[config.mk]
export PLATFORM = sky130hd
export DESIGN_NAME = task_fifo_sorted_batch_dequeue_core
export DESIGN_NICKNAME = d
export VERILOG_FILES = /design/src/tfsbd_pkg.sv /design/src/tfsbd_cell.sv /design/src/tfsbd_sorter.sv /design/src/task_fifo_sorted_batch_dequeue_core.sv
export SDC_FILE = /design/constraint.sdc
export NUM_CORES = 2
export LEC_CHECK = 0
export BUFFER_PORTS_ARGS = -buffer_cell sky130_fd_sc_hd__buf_4
export CAP_MARGIN = 20
export CORE_MARGIN = 3
export CORE_UTILIZATION = 40
export CTS_CLUSTER_DIAMETER = 200
export CTS_CLUSTER_SIZE = 12
export DETAILED_ROUTE_END_ITERATION = 8
export PLACE_DENSITY_LB_ADDON = 0.08
export SETUP_SLACK_MARGIN = 0.02
export SLEW_MARGIN = 0
export SYNTH_ARGS = -nofsm -noshare
export SYNTH_HDL_FRONTEND = slang
export SYNTH_HIERARCHICAL = 1
export SYNTH_SLANG_ARGS = --single-unit
[constraint.sdc]
create_clock -name clk -period 8.76 [get_ports clk]
set_clock_uncertainty 0.1 [all_clocks]
set_input_delay 1.752 -clock clk [delete_from_list [all_inputs] [get_ports clk]]
set_output_delay 1.752 -clock clk [all_outputs]
set_load 0.01 [all_outputs]
[src/tfsbd_pkg.sv]
package tfsbd_pkg;

	localparam int TASK_W      = 32;
	localparam int CNT_W       = 6;
	localparam int MAX_RESULTS = 32;

	localparam logic [CNT_W-1:0] OFFER_LIMIT_RST = 6'd10;

	localparam logic [1:0] ACT_QUERY = 2'd0;
	localparam logic [1:0] ACT_PUSH  = 2'd1;
	localparam logic [1:0] ACT_POP   = 2'd2;

	typedef struct packed {
		logic                     vld;
		logic signed [TASK_W-1:0] val;
	} cell_t;

	typedef struct packed {
		logic ins;
		logic drain;
	} sort_ctrl_t;

	typedef enum logic [1:0] {
		ST_IDLE,
		ST_LOAD,
		ST_SETTLE,
		ST_DRAIN
	} state_t;

endpackage

[src/tfsbd_cell.sv]
module tfsbd_cell (
	input  logic                              clk,
	input  logic                              arst_n,
	input  tfsbd_pkg::sort_ctrl_t             ctrl,
	input  logic signed [tfsbd_pkg::TASK_W-1:0] din,
	input  tfsbd_pkg::cell_t                  left,
	input  logic                              left_lt,
	input  tfsbd_pkg::cell_t                  right,
	output tfsbd_pkg::cell_t                  q,
	output logic                              lt
);
	import tfsbd_pkg::*;

	logic                     vld_q;
	logic signed [TASK_W-1:0] val_q;

	assign q = '{vld: vld_q, val: val_q};

	// an empty cell acts as +infinity
	always_comb begin
		lt = !vld_q || (din < val_q);
	end

	always_ff @(posedge clk or negedge arst_n) begin
		if (!arst_n) begin
			vld_q <= 1'b0;
		end else if (ctrl.ins) begin
			if (left_lt) begin
				vld_q <= left.vld;
			end else if (lt) begin
				vld_q <= 1'b1;
			end
		end else if (ctrl.drain) begin
			vld_q <= right.vld;
		end
	end

	always_ff @(posedge clk) begin
		if (ctrl.ins) begin
			if (left_lt) begin
				val_q <= left.val;
			end else if (lt) begin
				val_q <= din;
			end
		end else if (ctrl.drain) begin
			val_q <= right.val;
		end
	end

endmodule

[src/tfsbd_sorter.sv]
module tfsbd_sorter (
	input  logic                                clk,
	input  logic                                arst_n,
	input  tfsbd_pkg::sort_ctrl_t               ctrl,
	input  logic signed [tfsbd_pkg::TASK_W-1:0] din,
	output tfsbd_pkg::cell_t                    head
);
	import tfsbd_pkg::*;

	cell_t cells [MAX_RESULTS];
	logic  lts   [MAX_RESULTS];

	// insert: every cell compares with din in parallel, larger entries move right
	// drain: the row shifts left, cell 0 is the smallest
	for (genvar i = 0; i < MAX_RESULTS; i++) begin : g_cell
		cell_t left_c;
		logic  left_lt_c;
		cell_t right_c;

		if (i == 0) begin : g_first
			assign left_c    = '0;
			assign left_lt_c = 1'b0;
		end else begin : g_mid
			assign left_c    = cells[i-1];
			assign left_lt_c = lts[i-1];
		end

		if (i == MAX_RESULTS-1) begin : g_last
			assign right_c = '0;
		end else begin : g_nxt
			assign right_c = cells[i+1];
		end

		tfsbd_cell u_cell (
			.clk     (clk),
			.arst_n  (arst_n),
			.ctrl    (ctrl),
			.din     (din),
			.left    (left_c),
			.left_lt (left_lt_c),
			.right   (right_c),
			.q       (cells[i]),
			.lt      (lts[i])
		);
	end

	assign head = cells[0];

endmodule

[src/task_fifo_sorted_batch_dequeue_core.sv]
// Task FIFO with sorted batch dequeue. An item is taken when start is high and busy
// is low; each result is shown for one cycle with done high and cannot be held off.
// For query and push the result appears in the next cycle and busy stays low, so
// items may follow back to back. A pop of n = min(occupancy, request_count, 32) tasks
// keeps busy high while it reads the store through its single read port and inserts
// each task into the 32-cell sorting chain, passes a settle state, then drains the
// chain head, one result per cycle with last on the final one. A pop of nothing gives
// a single result in the next cycle. Configuration writes are always accepted
// (cfg_ready is tied high).
module task_fifo_sorted_batch_dequeue_core #(
	parameter int CAPACITY = 32
) (
	input  logic                                clk,
	input  logic                                arst_n,
	input  logic                                start,
	output logic                                busy,
	input  logic [1:0]                          action,
	input  logic signed [tfsbd_pkg::TASK_W-1:0] task_in,
	input  logic                                batch_end,
	input  logic [tfsbd_pkg::CNT_W-1:0]         request_count,
	output logic                                done,
	output logic                                task_valid,
	output logic signed [tfsbd_pkg::TASK_W-1:0] task_out,
	output logic                                last,
	output logic [tfsbd_pkg::CNT_W-1:0]         free_offer,
	output logic [tfsbd_pkg::CNT_W-1:0]         drop_count,
	output logic                                overflow,
	input  logic                                cfg_valid,
	output logic                                cfg_ready,
	input  logic [tfsbd_pkg::CNT_W-1:0]         cfg_data
);
	import tfsbd_pkg::*;

	localparam int PTR_W = $clog2(CAPACITY);
	localparam int OCC_W = $clog2(CAPACITY + 1);
	localparam int CW    = (OCC_W > CNT_W) ? OCC_W : CNT_W;

	logic signed [TASK_W-1:0] mem [CAPACITY];

	state_t             state_q, state_d;
	logic [PTR_W-1:0]   head_q, tail_q;
	logic [OCC_W-1:0]   occ_q;
	logic [CNT_W-1:0]   limit_q;
	logic [CNT_W-1:0]   rem_q;
	logic [CNT_W-1:0]   cnt_q;
	logic               rd_vld_s1;
	logic signed [TASK_W-1:0] rd_data_s1;

	logic               accept;
	logic               full;
	logic [CW-1:0]      occ_w, req_w, lim_w, free_w, take_w;
	logic [CNT_W-1:0]   n_take;
	logic [CNT_W-1:0]   offer_c, drop_c;
	sort_ctrl_t         sctrl;
	cell_t              sort_head;

	assign cfg_ready = 1'b1;
	assign accept    = start && !busy;
	assign full      = (occ_q == OCC_W'(CAPACITY));

	always_comb begin
		occ_w  = CW'(occ_q);
		req_w  = CW'(request_count);
		lim_w  = CW'(limit_q);
		free_w = CW'(CAPACITY) - occ_w;
		take_w = (occ_w < req_w) ? occ_w : req_w;
		if (take_w > CW'(MAX_RESULTS)) begin
			take_w = CW'(MAX_RESULTS);
		end
		n_take  = CNT_W'(take_w);
		offer_c = (free_w < lim_w) ? CNT_W'(free_w) : limit_q;
		drop_c  = (lim_w > free_w) ? CNT_W'(lim_w - free_w) : '0;
	end

	// next state and sorter control
	always_comb begin
		state_d     = state_q;
		busy        = 1'b0;
		sctrl.ins   = rd_vld_s1;
		sctrl.drain = 1'b0;
		unique case (state_q)
			ST_IDLE: begin
				if (accept && action == ACT_POP && n_take != '0) begin
					state_d = ST_LOAD;
				end
			end
			ST_LOAD: begin
				busy = 1'b1;
				if (rem_q == CNT_W'(1)) begin
					state_d = ST_SETTLE;
				end
			end
			ST_SETTLE: begin
				busy    = 1'b1;
				state_d = ST_DRAIN;
			end
			ST_DRAIN: begin
				busy        = 1'b1;
				sctrl.drain = 1'b1;
				if (cnt_q == CNT_W'(1)) begin
					state_d = ST_IDLE;
				end
			end
			default: begin
				state_d = ST_IDLE;
			end
		endcase
	end

	always_ff @(posedge clk or negedge arst_n) begin
		if (!arst_n) begin
			state_q <= ST_IDLE;
		end else begin
			state_q <= state_d;
		end
	end

	always_ff @(posedge clk or negedge arst_n) begin
		if (!arst_n) begin
			limit_q <= OFFER_LIMIT_RST;
		end else if (cfg_valid && cfg_ready) begin
			limit_q <= cfg_data;
		end
	end

	// store: one write port for pushes, one registered read port for pops
	always_ff @(posedge clk) begin
		if (accept && action == ACT_PUSH && !full) begin
			mem[tail_q] <= task_in;
		end
		rd_data_s1 <= mem[head_q];
	end

	always_ff @(posedge clk or negedge arst_n) begin
		if (!arst_n) begin
			head_q     <= '0;
			tail_q     <= '0;
			occ_q      <= '0;
			rem_q      <= '0;
			cnt_q      <= '0;
			rd_vld_s1  <= 1'b0;
			done       <= 1'b0;
			task_valid <= 1'b0;
			task_out   <= '0;
			last       <= 1'b0;
			free_offer <= '0;
			drop_count <= '0;
			overflow   <= 1'b0;
		end else begin
			rd_vld_s1  <= (state_q == ST_LOAD);
			done       <= 1'b0;
			task_valid <= 1'b0;
			task_out   <= '0;
			last       <= 1'b0;
			free_offer <= '0;
			drop_count <= '0;
			overflow   <= 1'b0;
			unique case (state_q)
				ST_IDLE: begin
					if (accept) begin
						case (action)
							ACT_QUERY: begin
								done       <= 1'b1;
								last       <= 1'b1;
								free_offer <= offer_c;
								drop_count <= drop_c;
							end
							ACT_PUSH: begin
								done <= 1'b1;
								last <= 1'b1;
								if (full) begin
									overflow <= 1'b1;
								end else begin
									tail_q <= (tail_q == PTR_W'(CAPACITY-1)) ? '0 :
										tail_q + 1'b1;
									occ_q  <= occ_q + 1'b1;
								end
							end
							ACT_POP: begin
								if (n_take == '0) begin
									done <= 1'b1;
									last <= 1'b1;
								end else begin
									rem_q <= n_take;
									cnt_q <= n_take;
									occ_q <= occ_q - OCC_W'(n_take);
								end
							end
							default: begin
							end
						endcase
					end
				end
				ST_LOAD: begin
					head_q <= (head_q == PTR_W'(CAPACITY-1)) ? '0 : head_q + 1'b1;
					rem_q  <= rem_q - 1'b1;
				end
				ST_SETTLE: begin
				end
				ST_DRAIN: begin
					done       <= 1'b1;
					task_valid <= 1'b1;
					task_out   <= sort_head.val;
					last       <= (cnt_q == CNT_W'(1));
					cnt_q      <= cnt_q - 1'b1;
				end
				default: begin
				end
			endcase
		end
	end

	tfsbd_sorter u_sorter (
		.clk    (clk),
		.arst_n (arst_n),
		.ctrl   (sctrl),
		.din    (rd_data_s1),
		.head   (sort_head)
	);

endmodule

==> results.json <==
{
  "outcome": "complete, no violations",
  "ant_nets": 0,
  "startpoint_type": "register",
  "viasPerCell": 5.57,
  "pre_cts_ws_ps": 2980,
  "setup_ws_ps": 3130,
  "numCtsBuffers": 205,
  "syn_to_final_growth_pct": 10.1,
  "worst-r2r-setup-slack_ps": 3130,
  "path_delay_family": "simple AND/OR/NAND/NOR gates",
  "cts_tree": "built",
  "slowest_delay_ps": 690,
  "die_h_microns": 563,
  "drt_iter0_drc": 5999,
  "hold_violations": 0,
  "drc_errors": 0,
  "routabilityCongestion": 0.845,
  "seq_area_sq_um": 65200,
  "chipWidth_microns": 563,
  "io_buffer_count": 98,
  "crit_arrival_ps": 6030,
  "grt_usage": 0.223,
  "path_clk_slew_ps": 70,
  "hold_class": "register to register",
  "critPathCaptureType": "register",
  "routed_wl_microns": 360000,
  "max_clock_freq_ghz": 0.178,
  "clock_latency_ps": 930,
  "holdPathStages": 1,
  "first_pass_iters": 6,
  "cts_buffer_depth": 4,
  "crit_type": "register to register",
  "report.final.slew_viol_count": 0,
  "cts_root_buffer": "clkbuf_16",
  "crit_path_top_delay_cell": "nor4_1",
  "cts-hold-fix-buffers": 0,
  "critical_path.max_fanout": 49,
  "slew_headroom": 0.281,
  "setup-tns-final_ps": 0,
  "reg2regPathDepth": 12,
  "maxCapViolations": 0,
  "rows": 203,
  "crit_buf_inv": 2,
  "rsz0062_at_grt": "no",
  "holdPathEnd": "task_out[2]",
  "clock-sinks": 2197,
  "fillCellCount": 28600,
  "worst_pin_slew_ps": 1080,
  "wl_per_cell_microns": 24.4,
  "dp_hpwl_microns": 239000,
  "cts_resized": 0,
  "setup_viol": 0,
  "grt_max_degree": 187,
  "syn_area_per_cell_sq_um": 11.9,
  "dieArea_sq_um": 317000,
  "postSynthCellCount": 10400,
  "nNetsFinal": 11600,
  "io_pins": 101,
  "grt_first_pass_wirelength_microns": 541000,
  "antenna_found_initial": 24,
  "cts_setup_buffers": 0,
  "layout_min_cycle_time_ps": 5630,
  "grt_overflow": 0,
  "ys_warn_count": 6,
  "fin_crit_sh": 0.642,
  "cp.required_ps": 9160,
  "reg2reg_from": "rd_data_s1[30]",
  "start_util": 0.404,
  "h-tree-depth": 4,
  "grt_pass1_vias": 84200,
  "synth_area_sq_um": 124000,
  "vias": 82200,
  "core_sq_um": 307000,
  "layout-drive-gt1-share": 0.104,
  "multi_input_area_sq_um": 53700,
  "timing.rr.end": "u_sorter/g_cell[13].u_cell/val_q[12]",
  "hold_start": "u_sorter/g_cell[0].u_cell/val_q[2]",
  "path_cells": "buf_12 -> ha_1 -> nand4_2 -> nor4_1 -> nand4_1 -> a31oi_1 -> nor2_1 -> mux2i_4 -> and3b_1 -> a2bb2oi_1 -> and2_1 -> buf_4"
}
final cells by class:
type / instances / share of cell area
Sequential cell: 2197 / 0.478
Multi-Input combinational cell: 6743 / 0.393
Clock buffer: 370 / 0.0424
Tap cell: 4100 / 0.0376
Inverter: 1046 / 0.0288
Timing Repair Buffer: 284 / 0.0194
Clock inverter: 10 / 0.00120
Antenna cell: 5 / 0.0000916
worst max path at each step:
stage                     depth (start not counted)                                   end             start
after global routing                             13    u_sorter/g_cell[2].u_cell/val_q[1]    rd_data_s1[25]
final                                            12  u_sorter/g_cell[13].u_cell/val_q[12]    rd_data_s1[30]
after floorplan                                  11   u_sorter/g_cell[30].u_cell/val_q[0]    rd_data_s1[30]
after detailed placement                         14                              occ_q[5]  request_count[5]
after global placement                           14                              occ_q[5]  request_count[5]
after CTS                                        12    u_sorter/g_cell[2].u_cell/val_q[0]    rd_data_s1[26]
routing by layer:
| layer | part of all wire | vias up | routed length (microns) | track usage |
|---|---|---|---|---|
| met4 | 0.019 | 8 | 6990 | 0.0431 |
| met1 | 0.47 | 41700 | 168000 | 0.318 |
| li1 | - | 38500 | - | - |
| met5 | 0.00016 | - | 57 | 0 |
| met2 | 0.47 | 1643 | 170000 | 0.368 |
| met3 | 0.042 | 398 | 15100 | 0.0232 |
metrics by stage:
| step | std cells | area, sq um | utilization | hold slack (ps) |
|---|---|---|---|---|
| final | 14800 | 137000 | 0.444 | 351 |
| after global routing | 14800 | 137000 | 0.444 | 391 |
| after CTS | 14700 | 136000 | 0.443 | 361 |
| after detailed placement | 14400 | 130000 | 0.424 | 425 |
| after global placement | 14400 | 130000 | 0.424 | 405 |
| after floorplan | 10500 | 124000 | - | 383 |
layout by cell type (no fill, tap or decap), drive strengths merged, types with 34 or more instances in the layout:
master,instances
a211oi,62
a21oi,1424
a221oi,42
and2,102
and4,55
buf,284
clkbuf,370
conb,68
dfrtp,115
edfxtp,2048
ha,1024
inv,1053
mux2,70
mux2i,1056
mux4,320
nand2,412
nand3,84
nand4,100
nor2,1256
nor2b,41
nor3,36
nor4,34
o211ai,57
o21ai,202
registers in the layout, summed over array words and instances (netlist names), 2 cells and up:
register / cells
drop_count: 6
state_q: 2
rd_data_s1: 32
u_sorter/g_cell.u_cell/vld_q: 32
cnt_q: 6
free_offer: 6
occ_q: 6
u_sorter/g_cell.u_cell/val_q: 1024
lim_w: 6
task_out: 32
head_q: 5
mem: 1024
rem_q: 6
tail_q: 5
Power is left out: the tool's default activity adds up to more than one toggle a clock period on the data nets, which glitch-free logic cannot reach.
